**src/design/bsc_pkg.sv**
```systemverilog
// shared codes, command and status types for the bankers safety checker
`default_nettype none
package bsc_pkg;

  localparam int unsigned MAX_PROCESSES_DEF = 16;
  localparam int unsigned MAX_RESOURCES_DEF = 8;
  localparam int unsigned COUNT_WIDTH_DEF   = 8;

  localparam logic [2:0] MODE_LOAD_ALLOC = 3'd0;
  localparam logic [2:0] MODE_LOAD_MAX   = 3'd1;
  localparam logic [2:0] MODE_LOAD_AVAIL = 3'd2;
  localparam logic [2:0] MODE_CHECK      = 3'd3;
  localparam logic [2:0] MODE_REQUEST    = 3'd4;

  localparam logic [1:0] ST_SAFE      = 2'd0;
  localparam logic [1:0] ST_UNSAFE    = 2'd1;
  localparam logic [1:0] ST_OVER_NEED = 2'd2;
  localparam logic [1:0] ST_OVER_AVL  = 2'd3;

  localparam logic KIND_SEQ     = 1'b0;
  localparam logic KIND_VERDICT = 1'b1;

  typedef struct packed {
    logic rd;
    logic cmp_fit;
    logic cmp_req;
    logic clr_flags;
    logic work_init;
    logic work_add;
    logic wr_grant;
    logic wr_back;
    logic avail_sub;
    logic avail_add;
    logic ord_wr;
    logic ord_rd;
    logic out_seq;
    logic out_verdict;
  } cmd_t;

  typedef struct packed {
    logic fits;
    logic need_bad;
    logic avail_bad;
    logic out_free;
  } stat_t;

endpackage
`default_nettype wire

```
**src/design/bsc_datapath.sv**
```systemverilog
// tables, vectors, compare logic and output register of the checker
`default_nettype none
module bsc_datapath #(
  parameter int unsigned MAX_PROCESSES = bsc_pkg::MAX_PROCESSES_DEF,
  parameter int unsigned MAX_RESOURCES = bsc_pkg::MAX_RESOURCES_DEF,
  parameter int unsigned COUNT_WIDTH   = bsc_pkg::COUNT_WIDTH_DEF,
  localparam int unsigned PW  = $clog2(MAX_PROCESSES),
  localparam int unsigned RW  = (MAX_RESOURCES > 1) ? $clog2(MAX_RESOURCES) : 1,
  localparam int unsigned RCW = $clog2(MAX_RESOURCES + 1)
) (
  input  wire                 clk_i,
  input  wire                 rst_ni,
  input  wire                 in_acc_i,
  input  wire  [2:0]          mode_i,
  input  wire  [3:0]          proc_i,
  input  wire  [2:0]          res_i,
  input  wire  [7:0]          amount_i,
  input  wire  [RCW-1:0]      nr_i,
  input  bsc_pkg::cmd_t       cmd_i,
  input  wire  [PW-1:0]       mp_i,
  input  wire  [RW-1:0]       mr_i,
  input  wire  [PW-1:0]       ord_idx_i,
  input  wire  [1:0]          code_i,
  output bsc_pkg::stat_t      stat_o,
  output logic                out_valid_o,
  input  wire                 out_ready_i,
  output logic                out_kind_o,
  output logic [3:0]          out_proc_o,
  output logic [1:0]          out_status_o,
  output logic                out_last_o
);

  localparam int unsigned CW  = COUNT_WIDTH;
  localparam int unsigned WW  = COUNT_WIDTH + 5;
  localparam int unsigned XPW = (PW > 4) ? PW : 4;
  localparam int unsigned XRW = (RW > 3) ? RW : 3;
  localparam int unsigned XAW = (CW > 8) ? CW : 8;
  localparam int unsigned MD  = MAX_PROCESSES * (2 ** RW);

  logic [CW-1:0] alloc_mem [MD];
  logic [CW-1:0] max_mem   [MD];
  logic [PW-1:0] ord_mem   [MAX_PROCESSES];

  logic [CW-1:0] avail_q [MAX_RESOURCES];
  logic [CW-1:0] req_q   [MAX_RESOURCES];
  logic [CW-1:0] row_q   [MAX_RESOURCES];
  logic [CW-1:0] keep_q  [MAX_RESOURCES];
  logic [CW-1:0] ksum_q  [MAX_RESOURCES];
  logic [WW-1:0] work_q  [MAX_RESOURCES];

  logic [CW-1:0] alloc_rd_q, max_rd_q;
  logic [PW-1:0] ord_q;
  logic [RW-1:0] j_q;
  logic          cmp_fit_q, cmp_req_q;
  logic          fits_q, need_bad_q, avail_bad_q;
  logic          out_valid_q;
  logic          out_kind_q, out_last_q;
  logic [3:0]    out_proc_q;
  logic [1:0]    out_status_q;

  logic [XPW-1:0] proc_x;
  logic [XRW-1:0] res_x;
  logic [XAW-1:0] amt_x;
  logic [PW-1:0]  p_idx;
  logic [RW-1:0]  r_idx;
  logic [CW-1:0]  amt;
  logic           p_ok, r_ok;

  assign proc_x = XPW'(proc_i);
  assign res_x  = XRW'(res_i);
  assign amt_x  = XAW'(amount_i);
  assign p_idx  = proc_x[PW-1:0];
  assign r_idx  = res_x[RW-1:0];
  assign amt    = amt_x[CW-1:0];
  assign p_ok   = 32'(proc_i) < MAX_PROCESSES;
  assign r_ok   = 32'(res_i) < MAX_RESOURCES;

  // allocation table write port: grant and rollback take it over loads
  logic                 a_we, m_we;
  logic [PW+RW-1:0]     a_wa, m_wa;
  logic [CW-1:0]        a_wd;

  always_comb begin
    a_we = 1'b0;
    a_wa = {p_idx, r_idx};
    a_wd = amt;
    if (cmd_i.wr_grant) begin
      a_we = 1'b1;
      a_wa = {mp_i, mr_i};
      a_wd = ksum_q[mr_i];
    end else if (cmd_i.wr_back) begin
      a_we = 1'b1;
      a_wa = {mp_i, mr_i};
      a_wd = keep_q[mr_i];
    end else if (in_acc_i && mode_i == bsc_pkg::MODE_LOAD_ALLOC && p_ok && r_ok) begin
      a_we = 1'b1;
    end
    m_we = in_acc_i && mode_i == bsc_pkg::MODE_LOAD_MAX && p_ok && r_ok;
    m_wa = {p_idx, r_idx};
  end

  always_ff @(posedge clk_i) begin
    if (a_we) alloc_mem[a_wa] <= a_wd;
    if (m_we) max_mem[m_wa] <= amt;
    if (cmd_i.rd) begin
      alloc_rd_q <= alloc_mem[{mp_i, mr_i}];
      max_rd_q   <= max_mem[{mp_i, mr_i}];
    end
    if (cmd_i.ord_wr) ord_mem[ord_idx_i] <= mp_i;
    if (cmd_i.ord_rd) ord_q <= ord_mem[ord_idx_i];
  end

  logic [CW-1:0] need;
  assign need = (max_rd_q > alloc_rd_q) ? (max_rd_q - alloc_rd_q) : '0;

  // vectors and row buffers
  always_ff @(posedge clk_i) begin
    j_q <= mr_i;
    if (cmd_i.rd) begin
    end
    if (cmp_fit_q) row_q[j_q] <= alloc_rd_q;
    if (cmp_req_q) begin
      keep_q[j_q] <= alloc_rd_q;
      ksum_q[j_q] <= alloc_rd_q + req_q[j_q];
    end
    if (in_acc_i && mode_i == bsc_pkg::MODE_REQUEST && r_ok) req_q[r_idx] <= amt;
    for (int j = 0; j < int'(MAX_RESOURCES); j++) begin
      if (cmd_i.work_init) begin
        work_q[j] <= (j < int'(nr_i)) ? WW'(avail_q[j]) : '0;
      end else if (cmd_i.work_add && j < int'(nr_i)) begin
        if ({1'b0, work_q[j]} + (WW+1)'(row_q[j]) > (WW+1)'({WW{1'b1}})) begin
          work_q[j] <= {WW{1'b1}};
        end else begin
          work_q[j] <= work_q[j] + WW'(row_q[j]);
        end
      end
      if (cmd_i.avail_sub && j < int'(nr_i)) begin
        avail_q[j] <= avail_q[j] - req_q[j];
      end else if (cmd_i.avail_add && j < int'(nr_i)) begin
        avail_q[j] <= avail_q[j] + req_q[j];
      end else if (in_acc_i && mode_i == bsc_pkg::MODE_LOAD_AVAIL && r_ok &&
                   32'(r_idx) == 32'(j)) begin
        avail_q[j] <= amt;
      end
    end
  end

  // compare flags and output register
  always_ff @(posedge clk_i or negedge rst_ni) begin
    if (!rst_ni) begin
      cmp_fit_q   <= 1'b0;
      cmp_req_q   <= 1'b0;
      fits_q      <= 1'b1;
      need_bad_q  <= 1'b0;
      avail_bad_q <= 1'b0;
      out_valid_q <= 1'b0;
    end else begin
      cmp_fit_q <= cmd_i.rd && cmd_i.cmp_fit;
      cmp_req_q <= cmd_i.rd && cmd_i.cmp_req;
      if (cmd_i.clr_flags) begin
        fits_q      <= 1'b1;
        need_bad_q  <= 1'b0;
        avail_bad_q <= 1'b0;
      end else begin
        if (cmp_fit_q && WW'(need) > work_q[j_q]) fits_q <= 1'b0;
        if (cmp_req_q && req_q[j_q] > need) need_bad_q <= 1'b1;
        if (cmp_req_q && req_q[j_q] > avail_q[j_q]) avail_bad_q <= 1'b1;
      end
      if (cmd_i.out_seq || cmd_i.out_verdict) begin
        out_valid_q <= 1'b1;
      end else if (out_ready_i) begin
        out_valid_q <= 1'b0;
      end
    end
  end

  logic [XPW-1:0] ord_x;
  assign ord_x = XPW'(ord_q);

  always_ff @(posedge clk_i) begin
    if (cmd_i.out_seq) begin
      out_kind_q   <= bsc_pkg::KIND_SEQ;
      out_proc_q   <= ord_x[3:0];
      out_status_q <= bsc_pkg::ST_SAFE;
      out_last_q   <= 1'b0;
    end else if (cmd_i.out_verdict) begin
      out_kind_q   <= bsc_pkg::KIND_VERDICT;
      out_proc_q   <= 4'd0;
      out_status_q <= code_i;
      out_last_q   <= 1'b1;
    end
  end

  assign stat_o.fits      = fits_q;
  assign stat_o.need_bad  = need_bad_q;
  assign stat_o.avail_bad = avail_bad_q;
  assign stat_o.out_free  = !out_valid_q || out_ready_i;

  assign out_valid_o  = out_valid_q;
  assign out_kind_o   = out_kind_q;
  assign out_proc_o   = out_proc_q;
  assign out_status_o = out_status_q;
  assign out_last_o   = out_last_q;

endmodule
`default_nettype wire

```
**src/design/bsc_ctrl.sv**
```systemverilog
// sequencer for loads, request checks, safety sweeps and result output
`default_nettype none
module bsc_ctrl #(
  parameter int unsigned MAX_PROCESSES = bsc_pkg::MAX_PROCESSES_DEF,
  parameter int unsigned MAX_RESOURCES = bsc_pkg::MAX_RESOURCES_DEF,
  localparam int unsigned PW  = $clog2(MAX_PROCESSES),
  localparam int unsigned PCW = $clog2(MAX_PROCESSES + 1),
  localparam int unsigned RW  = (MAX_RESOURCES > 1) ? $clog2(MAX_RESOURCES) : 1,
  localparam int unsigned RCW = $clog2(MAX_RESOURCES + 1)
) (
  input  wire                 clk_i,
  input  wire                 rst_ni,
  input  wire                 in_acc_i,
  input  wire  [2:0]          mode_i,
  input  wire  [3:0]          proc_i,
  input  wire                 last_i,
  input  wire  [PCW-1:0]      np_i,
  input  wire  [RCW-1:0]      nr_i,
  input  bsc_pkg::stat_t      stat_i,
  output bsc_pkg::cmd_t       cmd_o,
  output logic [PW-1:0]       mp_o,
  output logic [RW-1:0]       mr_o,
  output logic [PW-1:0]       ord_idx_o,
  output logic [1:0]          code_o,
  output logic                in_ready_o
);

  localparam int unsigned XPW = (PW > 4) ? PW : 4;

  typedef enum logic [3:0] {
    IDLE, RQ_RD, RQ_WAIT, RQ_CHK, RQ_GRANT,
    SC_INIT, SC_PROC, SC_RD, SC_WAIT, SC_CHK, SC_DONE,
    EM_RD, EM_OUT, VERDICT, RB
  } state_e;

  state_e               state_q, state_d;
  logic [PW-1:0]        i_q, i_d, p_q, p_d, e_q, e_d;
  logic [RW-1:0]        j_q, j_d;
  logic [PCW-1:0]       cnt_q, cnt_d;
  logic                 prog_q, prog_d, rq_q, rq_d;
  logic [MAX_PROCESSES-1:0] fin_q, fin_d;
  logic [1:0]           stat_q, stat_d;

  logic [XPW-1:0] proc_x;
  logic           j_last, i_last, adv;

  assign proc_x = XPW'(proc_i);
  assign j_last = 32'(j_q) == 32'(nr_i) - 32'd1;
  assign i_last = 32'(i_q) == 32'(np_i) - 32'd1;

  always_comb begin
    state_d = state_q;
    i_d = i_q; p_d = p_q; e_d = e_q; j_d = j_q;
    cnt_d = cnt_q; prog_d = prog_q; rq_d = rq_q; fin_d = fin_q; stat_d = stat_q;
    cmd_o = '0;
    adv = 1'b0;
    in_ready_o = 1'b0;
    mp_o = (state_q == SC_RD || state_q == SC_CHK) ? i_q : p_q;
    mr_o = j_q;
    ord_idx_o = (state_q == SC_CHK) ? cnt_q[PW-1:0] : e_q;
    code_o = stat_q;
    unique case (state_q)
      IDLE: begin
        in_ready_o = 1'b1;
        if (in_acc_i) begin
          p_d = proc_x[PW-1:0];
          unique case (mode_i)
            bsc_pkg::MODE_CHECK: begin
              rq_d    = 1'b0;
              state_d = SC_INIT;
            end
            bsc_pkg::MODE_REQUEST: begin
              if (last_i) begin
                if (32'(proc_i) >= 32'(np_i)) begin
                  stat_d  = bsc_pkg::ST_OVER_NEED;
                  rq_d    = 1'b0;
                  state_d = VERDICT;
                end else begin
                  j_d = '0;
                  cmd_o.clr_flags = 1'b1;
                  state_d = RQ_RD;
                end
              end
            end
            default: ;
          endcase
        end
      end
      RQ_RD: begin
        cmd_o.rd = 1'b1;
        cmd_o.cmp_req = 1'b1;
        if (j_last) state_d = RQ_WAIT;
        else j_d = j_q + 1'b1;
      end
      RQ_WAIT: state_d = RQ_CHK;
      RQ_CHK: begin
        rq_d = 1'b0;
        if (stat_i.need_bad) begin
          stat_d  = bsc_pkg::ST_OVER_NEED;
          state_d = VERDICT;
        end else if (stat_i.avail_bad) begin
          stat_d  = bsc_pkg::ST_OVER_AVL;
          state_d = VERDICT;
        end else begin
          rq_d    = 1'b1;
          j_d     = '0;
          state_d = RQ_GRANT;
        end
      end
      RQ_GRANT: begin
        cmd_o.wr_grant = 1'b1;
        cmd_o.avail_sub = (j_q == '0);
        if (j_last) state_d = SC_INIT;
        else j_d = j_q + 1'b1;
      end
      SC_INIT: begin
        cmd_o.work_init = 1'b1;
        i_d = '0; cnt_d = '0; prog_d = 1'b0; fin_d = '0;
        state_d = SC_PROC;
      end
      SC_PROC: begin
        if (fin_q[i_q]) begin
          adv = 1'b1;
        end else begin
          j_d = '0;
          cmd_o.clr_flags = 1'b1;
          state_d = SC_RD;
        end
      end
      SC_RD: begin
        cmd_o.rd = 1'b1;
        cmd_o.cmp_fit = 1'b1;
        if (j_last) state_d = SC_WAIT;
        else j_d = j_q + 1'b1;
      end
      SC_WAIT: state_d = SC_CHK;
      SC_CHK: begin
        if (stat_i.fits) begin
          cmd_o.work_add = 1'b1;
          cmd_o.ord_wr = 1'b1;
          fin_d[i_q] = 1'b1;
          cnt_d = cnt_q + 1'b1;
          prog_d = 1'b1;
        end
        adv = 1'b1;
      end
      SC_DONE: begin
        e_d = '0;
        if (cnt_q == np_i) begin
          stat_d  = bsc_pkg::ST_SAFE;
          state_d = EM_RD;
        end else begin
          stat_d  = bsc_pkg::ST_UNSAFE;
          state_d = VERDICT;
        end
      end
      EM_RD: begin
        cmd_o.ord_rd = 1'b1;
        state_d = EM_OUT;
      end
      EM_OUT: begin
        if (stat_i.out_free) begin
          cmd_o.out_seq = 1'b1;
          if (32'(e_q) == 32'(cnt_q) - 32'd1) begin
            state_d = VERDICT;
          end else begin
            e_d = e_q + 1'b1;
            state_d = EM_RD;
          end
        end
      end
      VERDICT: begin
        if (stat_i.out_free) begin
          cmd_o.out_verdict = 1'b1;
          if (rq_q && stat_q == bsc_pkg::ST_UNSAFE) begin
            j_d = '0;
            state_d = RB;
          end else begin
            state_d = IDLE;
          end
        end
      end
      RB: begin
        cmd_o.wr_back = 1'b1;
        cmd_o.avail_add = (j_q == '0);
        if (j_last) state_d = IDLE;
        else j_d = j_q + 1'b1;
      end
      default: state_d = IDLE;
    endcase
    // step to the next process; after the last one, start another sweep or end the check
    if (adv) begin
      if (i_last) begin
        if (cnt_d == np_i || !prog_d) begin
          state_d = SC_DONE;
        end else begin
          i_d = '0;
          prog_d = 1'b0;
          state_d = SC_PROC;
        end
      end else begin
        i_d = i_q + 1'b1;
        state_d = SC_PROC;
      end
    end
  end

  always_ff @(posedge clk_i or negedge rst_ni) begin
    if (!rst_ni) begin
      state_q <= IDLE;
      i_q <= '0; p_q <= '0; e_q <= '0; j_q <= '0;
      cnt_q <= '0; prog_q <= 1'b0; rq_q <= 1'b0; fin_q <= '0;
      stat_q <= bsc_pkg::ST_SAFE;
    end else begin
      state_q <= state_d;
      i_q <= i_d; p_q <= p_d; e_q <= e_d; j_q <= j_d;
      cnt_q <= cnt_d; prog_q <= prog_d; rq_q <= rq_d; fin_q <= fin_d;
      stat_q <= stat_d;
    end
  end

endmodule
`default_nettype wire

```
**src/design/bankers_safety_check.sv**
```systemverilog
// top level: configuration registers, stream ports, sequencer and datapath
//
// Bankers algorithm safety checker. Load items (allocation, maximum,
// available) are taken while the sequencer is idle and give no result. A
// safety check reads the allocation and maximum tables one resource element
// per cycle through a single read port, visiting each unfinished process in
// turn over at most np sweeps of np processes (a sweep that finishes nobody
// ends the test). It first sets up the work vector and, after the sweeps,
// decides the verdict; a safe state then gives its finishing-order entries
// and the verdict, an unsafe one the verdict only. A request adds a check
// against need and availability, a grant written resource by resource and,
// if the state is unsafe, a rollback after the verdict. New items are taken
// only while the sequencer is idle; the last result may still sit in the
// output register then.
`default_nettype none
module bankers_safety_check #(
  parameter int unsigned MAX_PROCESSES = bsc_pkg::MAX_PROCESSES_DEF,
  parameter int unsigned MAX_RESOURCES = bsc_pkg::MAX_RESOURCES_DEF,
  parameter int unsigned COUNT_WIDTH   = bsc_pkg::COUNT_WIDTH_DEF
) (
  input  wire         clk_i,
  input  wire         rst_ni,
  input  wire         psel,
  input  wire         penable,
  input  wire         pwrite,
  input  wire  [2:0]  paddr,
  input  wire  [31:0] pwdata,
  output logic [31:0] prdata,
  output logic        pready,
  input  wire         s_axis_tvalid,
  output logic        s_axis_tready,
  input  wire  [15:0] s_axis_tdata,   // process[3:0], resource[6:4], amount[14:7], zero
  input  wire  [2:0]  s_axis_tuser,   // mode[2:0]
  input  wire         s_axis_tlast,   // last
  output logic        m_axis_tvalid,
  input  wire         m_axis_tready,
  output logic [7:0]  m_axis_tdata,   // process_res[3:0], status[5:4], zero
  output logic [0:0]  m_axis_tuser,   // kind[0]
  output logic        m_axis_tlast    // last_res
);

  localparam int unsigned PW  = $clog2(MAX_PROCESSES);
  localparam int unsigned PCW = $clog2(MAX_PROCESSES + 1);
  localparam int unsigned RW  = (MAX_RESOURCES > 1) ? $clog2(MAX_RESOURCES) : 1;
  localparam int unsigned RCW = $clog2(MAX_RESOURCES + 1);
  localparam logic REG_NUM_PROC = 1'b0;
  localparam logic REG_NUM_RES  = 1'b1;

  logic [4:0] num_proc_q;
  logic [3:0] num_res_q;
  logic       cfg_wr;

  assign pready = 1'b1;
  assign cfg_wr = psel && penable && pwrite;

  always_ff @(posedge clk_i or negedge rst_ni) begin
    if (!rst_ni) begin
      num_proc_q <= 5'd1;
      num_res_q  <= 4'd1;
    end else if (cfg_wr) begin
      unique case (paddr[2])
        REG_NUM_PROC: num_proc_q <= pwdata[4:0];
        REG_NUM_RES:  num_res_q  <= pwdata[3:0];
        default: ;
      endcase
    end
  end

  always_comb begin
    unique case (paddr[2])
      REG_NUM_PROC: prdata = 32'(num_proc_q);
      REG_NUM_RES:  prdata = 32'(num_res_q);
      default:      prdata = '0;
    endcase
  end

  // out-of-range counts act as the nearest legal value
  logic [PCW-1:0] np;
  logic [RCW-1:0] nr;
  assign np = (num_proc_q == '0) ? PCW'(1) :
              (32'(num_proc_q) > MAX_PROCESSES) ? PCW'(MAX_PROCESSES) : PCW'(num_proc_q);
  assign nr = (num_res_q == '0) ? RCW'(1) :
              (32'(num_res_q) > MAX_RESOURCES) ? RCW'(MAX_RESOURCES) : RCW'(num_res_q);

  bsc_pkg::cmd_t  cmd;
  bsc_pkg::stat_t stat;
  logic [PW-1:0]  mp, ord_idx;
  logic [RW-1:0]  mr;
  logic [1:0]     code;
  logic           in_acc;
  logic           out_kind, out_last;
  logic [3:0]     out_proc;
  logic [1:0]     out_status;

  assign in_acc = s_axis_tvalid && s_axis_tready;

  bsc_ctrl #(
    .MAX_PROCESSES(MAX_PROCESSES),
    .MAX_RESOURCES(MAX_RESOURCES)
  ) u_ctrl (
    .clk_i      (clk_i),
    .rst_ni     (rst_ni),
    .in_acc_i   (in_acc),
    .mode_i     (s_axis_tuser),
    .proc_i     (s_axis_tdata[3:0]),
    .last_i     (s_axis_tlast),
    .np_i       (np),
    .nr_i       (nr),
    .stat_i     (stat),
    .cmd_o      (cmd),
    .mp_o       (mp),
    .mr_o       (mr),
    .ord_idx_o  (ord_idx),
    .code_o     (code),
    .in_ready_o (s_axis_tready)
  );

  bsc_datapath #(
    .MAX_PROCESSES(MAX_PROCESSES),
    .MAX_RESOURCES(MAX_RESOURCES),
    .COUNT_WIDTH  (COUNT_WIDTH)
  ) u_datapath (
    .clk_i        (clk_i),
    .rst_ni       (rst_ni),
    .in_acc_i     (in_acc),
    .mode_i       (s_axis_tuser),
    .proc_i       (s_axis_tdata[3:0]),
    .res_i        (s_axis_tdata[6:4]),
    .amount_i     (s_axis_tdata[14:7]),
    .nr_i         (nr),
    .cmd_i        (cmd),
    .mp_i         (mp),
    .mr_i         (mr),
    .ord_idx_i    (ord_idx),
    .code_i       (code),
    .stat_o       (stat),
    .out_valid_o  (m_axis_tvalid),
    .out_ready_i  (m_axis_tready),
    .out_kind_o   (out_kind),
    .out_proc_o   (out_proc),
    .out_status_o (out_status),
    .out_last_o   (out_last)
  );

  assign m_axis_tdata = {2'b00, out_status, out_proc};
  assign m_axis_tuser = out_kind;
  assign m_axis_tlast = out_last;

endmodule
`default_nettype wire

```
**config.mk**
```make
export PLATFORM = sky130hd
export DESIGN_NAME = bankers_safety_check
export DESIGN_NICKNAME = d
export VERILOG_FILES = /design/src/design/bsc_pkg.sv /design/src/design/bsc_datapath.sv /design/src/design/bsc_ctrl.sv /design/src/design/bankers_safety_check.sv
export SDC_FILE = /design/constraint.sdc
export NUM_CORES = 2
export LEC_CHECK = 0
export ABC_AREA = 1
export CAP_MARGIN = 20
export CORE_MARGIN = 2
export CORE_UTILIZATION = 40
export CTS_BUF_LIST = sky130_fd_sc_hd__clkbuf_4
export CTS_CLUSTER_SIZE = 24
export DETAILED_ROUTE_END_ITERATION = 6
export DONT_BUFFER_PORTS = 1
export HOLD_SLACK_MARGIN = 0.1
export SYNTH_ARGS = -nofsm -noshare
export SYNTH_HDL_FRONTEND = slang
export SYNTH_HIERARCHICAL = 1
export SYNTH_SLANG_ARGS = --single-unit
```
**constraint.sdc**
```tcl
create_clock -name clk_i -period 5.8 [get_ports clk_i]
set_input_delay 0.58 -clock clk_i [delete_from_list [all_inputs] [get_ports clk_i]]
set_output_delay 0.58 -clock clk_i [all_outputs]
set_load 0.05 [all_outputs]
```
==> metrics.txt <==
# TYPE chip_impl_metric gauge
chip_impl_info{name="status",value="finished clean"} 1
chip_impl_metric{name="route.detailed.wl_per_inst",unit="µm"} 21.1
chip_impl_metric{name="clk_pin_slew",unit="ns"} 0.07
chip_impl_metric{name="hold-worst-slack",unit="ns"} 0.337
chip_impl_metric{name="yosysTopAreaCellShare",unit="%"} 65.4
chip_impl_metric{name="slew_viol_final",unit=""} 0
chip_impl_metric{name="clock_tree.buffer_depth",unit=""} 4
chip_impl_info{name="tritoncts",value="done"} 1
chip_impl_metric{name="relSlewSlack",unit="%"} 26.3
chip_impl_metric{name="detailedRoute.firstIterationViolations",unit=""} 8869
chip_impl_metric{name="initial_core_util",unit="%"} 40.1
chip_impl_metric{name="layout.cells.non_filler",unit=""} 15508
chip_impl_metric{name="comb_power_share",unit="%"} 37.0
chip_impl_metric{name="r2r_setup_slack",unit="ns"} 0.98
chip_impl_metric{name="pin_count",unit=""} 107
chip_impl_metric{name="grt_start_max_net_pins",unit=""} 216
chip_impl_metric{name="dr_total_vias",unit=""} 83554
chip_impl_metric{name="required",unit="ns"} 6.76
chip_impl_info{name="yosysTopAreaCell",value="sky130_fd_sc_hd__edfxtp_1"} 1
chip_impl_metric{name="placed_cells",unit=""} 14284
chip_impl_metric{name="switching_share",unit="%"} 40.6
chip_impl_metric{name="seq_power_share",unit="%"} 38.4
chip_impl_info{name="worst-setup-path-type",value="reg2reg"} 1
chip_impl_metric{name="final_period_minus_worst_setup_slack",unit="ns"} 4.82
chip_impl_metric{name="design.die.area",unit="µm²"} 298000
chip_impl_info{name="worstHoldStart",value="s_axis_tdata[14]"} 1
chip_impl_metric{name="netSwitchingPower",unit="mW"} 25.4
chip_impl_metric{name="cts_resized",unit=""} 0
chip_impl_metric{name="htree_num_levels",unit=""} 6
chip_impl_metric{name="fraction_of_registers_with_async_set_or_reset_after_synthesis",unit="%"} 2.25
chip_impl_info{name="layout.cells.most_common_list",value="2972 x sky130_fd_sc_hd__nand2_1, 2560 x sky130_fd_sc_hd__edfxtp_1, 2228 x sky130_fd_sc_hd__nand3_1, 947 x sky130_fd_sc_hd__clkbuf_4, 582 x sky130_fd_sc_hd__nor2_1"} 1
chip_impl_metric{name="min_period_over_period",unit="%"} 83.1
chip_impl_metric{name="synth.lib_cells_used.distinct",unit=""} 59
chip_impl_metric{name="drive_above_1_share",unit="%"} 11.1
chip_impl_metric{name="drv_cap",unit=""} 0
chip_impl_metric{name="grt_overflow",unit=""} 0
chip_impl_metric{name="synthesis.yosys.warnings",unit=""} 6
chip_impl_metric{name="power_leakage",unit="nW"} 48.5
chip_impl_metric{name="post-dp-hpwl",unit="µm"} 191000
chip_impl_info{name="ctsRootBufferMaster",value="sky130_fd_sc_hd__clkbuf_4"} 1
chip_impl_metric{name="fp.coreArea",unit="µm²"} 293000
chip_impl_metric{name="clock_sinks",unit=""} 2625
chip_impl_metric{name="clk-insertion-delay-late",unit="ns"} 1.56
chip_impl_info{name="regToRegEndpoint",value="u_datapath/alloc_mem[2][2]"} 1
chip_impl_metric{name="worst_r2r_path_depth",unit=""} 11
chip_impl_metric{name="critical_path.max_fanout",unit=""} 12
chip_impl_metric{name="worst_slack",unit="ns"} 0.983
chip_impl_metric{name="count_of_state_elements_after_synthesis",unit=""} 2625
chip_impl_metric{name="core.rowCount",unit=""} 199
chip_impl_info{name="synth-main-ff-cell",value="sky130_fd_sc_hd__edfxtp_1"} 1
chip_impl_metric{name="viasPerCell",unit=""} 5.39
chip_impl_metric{name="netlist_area",unit="µm²"} 118000
chip_impl_metric{name="clock.fmax",unit="GHz"} 0.208
chip_impl_metric{name="first_global_vias",unit=""} 80598
chip_impl_metric{name="preCtsSetupSlack",unit="ns"} 1.18
chip_impl_metric{name="cellInternalPower",unit="mW"} 37.2
chip_impl_metric{name="postSynthAreaPerCell",unit="µm²"} 10.9
chip_impl_metric{name="max_slew.worst_pin.slew",unit="ns"} 1.11
chip_impl_metric{name="first_pass_iters",unit=""} 6
chip_impl_metric{name="finalClockSkew",unit="ns"} 0.231
chip_impl_metric{name="setup-tns-final",unit="ns"} 0
chip_impl_metric{name="finalHoldViolations",unit=""} 0
chip_impl_info{name="critPathLaunchType",value="register"} 1
chip_impl_metric{name="antenna_found_initial",unit=""} 14
chip_impl_info{name="endpoint_kind",value="register"} 1
chip_impl_metric{name="area.growth.synth_to_final",unit="%"} 11.0
chip_impl_metric{name="die_y",unit="µm"} 546
chip_impl_metric{name="gr-usage-all-layers",unit="%"} 21.3
chip_impl_info{name="synth.top_cells.by_area",value="sky130_fd_sc_hd__edfxtp_1 65%, sky130_fd_sc_hd__nand3_1 9.5%, sky130_fd_sc_hd__nand2_1 9.5%, sky130_fd_sc_hd__ha_1 2.0%, sky130_fd_sc_hd__nor2_1 1.9%"} 1
chip_impl_metric{name="setup_viol",unit=""} 0
chip_impl_metric{name="irDropWorstVdd",unit="V"} 0.000808
chip_impl_metric{name="final_wl",unit="µm"} 327000
chip_impl_metric{name="finalWeightedCongestion",unit=""} 0.931
chip_impl_metric{name="number_of_buffers_added_by_the_clock_tree_synthesis_step",unit=""} 675
chip_impl_info{name="r2r_start",value="u_ctrl/state_q[3]"} 1
chip_impl_info{name="rsz0062_at_grt",value="false"} 1
chip_impl_metric{name="post_detailed_route_drc_marker_count",unit=""} 0
chip_impl_metric{name="synth_edf_count",unit=""} 2560
chip_impl_metric{name="hold_depth",unit=""} 2
chip_impl_info{name="hold-path-endpoint",value="u_datapath/max_mem[90][7]"} 1
chip_impl_metric{name="clock_power_share",unit="%"} 24.5
chip_impl_info{name="min-delay-path-class",value="in2reg"} 1
chip_impl_info{name="final_common_cell",value="sky130_fd_sc_hd__nand2_1"} 1
chip_impl_metric{name="worstPathArrival",unit="ns"} 5.78
chip_impl_metric{name="p_per_area",unit="nW/µm²"} 480
chip_impl_metric{name="first_pass_grt_wire_length",unit="µm"} 489000
chip_impl_metric{name="portBuffers",unit=""} 0
chip_impl_metric{name="synth_seq_area_share",unit="%"} 66.8
chip_impl_metric{name="num-nets-final",unit=""} 11395
chip_impl_metric{name="drt.antenna.violating_nets",unit=""} 0
chip_impl_metric{name="dieWidth",unit="µm"} 546
chip_impl_metric{name="number_of_instances_in_the_synthesized_netlist",unit=""} 10783
==> power groups by stage <==
stage	clock network [mW]	logic (mW)	registers, mW
after global placement	0	22.2	24.4
after CTS	15.8	22.9	24.1
after global routing	16.8	25.3	24.1
after detailed placement	0	22.5	24.5
final	15.4	23.2	24.1
after floorplan	0	14.8	24.5
==> layer usage <==
metal	track usage, %	wire length (µm)
met1	29.6	139000
met2	32.9	148000
met3	4.44	29200
met4	7.62	9860
met5	0	84
==> repair_timing <==
action | in CTS | in global routing
endpoints found under the hold margin | 2966 | 0
setup buffers | 0 | 0
hold buffers | 82 | 0
==> flip-flops by register name (all words and copies together), names as in the netlist, 64 cells and up <==
name / flops
u_datapath/ord_mem: 64
u_datapath/avail_q: 64
u_datapath/keep_q: 64
u_datapath/work_q: 104
u_datapath/row_q: 64
u_datapath/max_mem: 1024
u_datapath/alloc_mem: 1024
u_datapath/req_q: 64
u_datapath/ksum_q: 64
==> kinds of logic after synthesis <==
group | synth area share (%)
buffers and inverters | 4.16
xor gates and xnor gates | 1.17
and+or+nand+nor | 22.1
DFF | 66.8
adders and majority gates | 2.33
AOI/OAI and AO/OA | 3.52
other | 0.00639
==> metrics by stage <==
step           area (µm²)  power, mW  util (%)
3_5_place_dp       121000       47.0      41.3
6_report           130000       62.7      44.5
5_1_grt            130000       66.2      44.5
4_1_cts            130000       62.8      44.5
2_1_floorplan      118000       39.2         -
3_3_place_gp       121000       46.6      41.3
==> synth_stat cells, types with 18 or more instances <==
library cell and instances:
sky130_fd_sc_hd__o21ai_1 18, sky130_fd_sc_hd__xor2_1 113, sky130_fd_sc_hd__nand3b_1 23, sky130_fd_sc_hd__o21ai_0 244
sky130_fd_sc_hd__clkbuf_1 147, sky130_fd_sc_hd__nor3_1 42, sky130_fd_sc_hd__buf_4 67, sky130_fd_sc_hd__nand2_1 2972
sky130_fd_sc_hd__ha_1 188, sky130_fd_sc_hd__buf_2 280, sky130_fd_sc_hd__nand3_1 2236, sky130_fd_sc_hd__nand4_1 54
sky130_fd_sc_hd__a221oi_1 23, sky130_fd_sc_hd__xnor2_1 44, sky130_fd_sc_hd__buf_1 75, sky130_fd_sc_hd__inv_2 18
sky130_fd_sc_hd__edfxtp_1 2560, sky130_fd_sc_hd__fa_1 19, sky130_fd_sc_hd__inv_1 502, sky130_fd_sc_hd__a21oi_1 188
sky130_fd_sc_hd__dfrtp_1 56, sky130_fd_sc_hd__nor2_1 583, sky130_fd_sc_hd__a22oi_1 58, sky130_fd_sc_hd__o22ai_1 47
sky130_fd_sc_hd__o221ai_1 28
==> area by class of cell <==
type,instances,area [µm²]
antenna,3,7.51
clock buffer,947,7110
clock inverter,190,1170
fill,27388,163000
inverter,532,2030
multi-input combinational,7072,34400
sequential,2625,78500
tap,3919,4900
timing repair buffer,220,2290
==> worst max-delay path, cell delays in order, from the launching register on <==
cell and delay [ns]:
sky130_fd_sc_hd__dfrtp_1 0.45, sky130_fd_sc_hd__inv_1 0.13, sky130_fd_sc_hd__nor2_1 0.07, sky130_fd_sc_hd__nand2_1 0.36, sky130_fd_sc_hd__nand2_1 0.43, sky130_fd_sc_hd__nor2_1 0.30
sky130_fd_sc_hd__a21oi_4 0.10, sky130_fd_sc_hd__o21ai_1 0.49, sky130_fd_sc_hd__inv_2 0.07, sky130_fd_sc_hd__nor2_1 0.68, sky130_fd_sc_hd__nand2_1 0.46, sky130_fd_sc_hd__nor2_1 0.73
==> worst max path at each step <==
stage                 startpoint                          end  slack (ns)  cells past startpoint
4_1_cts        u_ctrl/state_q[3]   u_datapath/alloc_mem[0][4]        1.04                     11
6_report       u_ctrl/state_q[3]   u_datapath/alloc_mem[2][2]        0.98                     11
5_1_grt        u_ctrl/state_q[3]   u_datapath/alloc_mem[0][4]        0.79                     11
3_3_place_gp   u_ctrl/state_q[3]   u_datapath/alloc_mem[3][0]        1.33                     11
3_5_place_dp   u_ctrl/state_q[3]  u_datapath/alloc_mem[33][1]        1.18                     11
2_1_floorplan     u_ctrl/mr_o[2]   u_datapath/alloc_mem[0][6]        1.76                      7
Note: power is estimated with default switching activity, not from simulation.
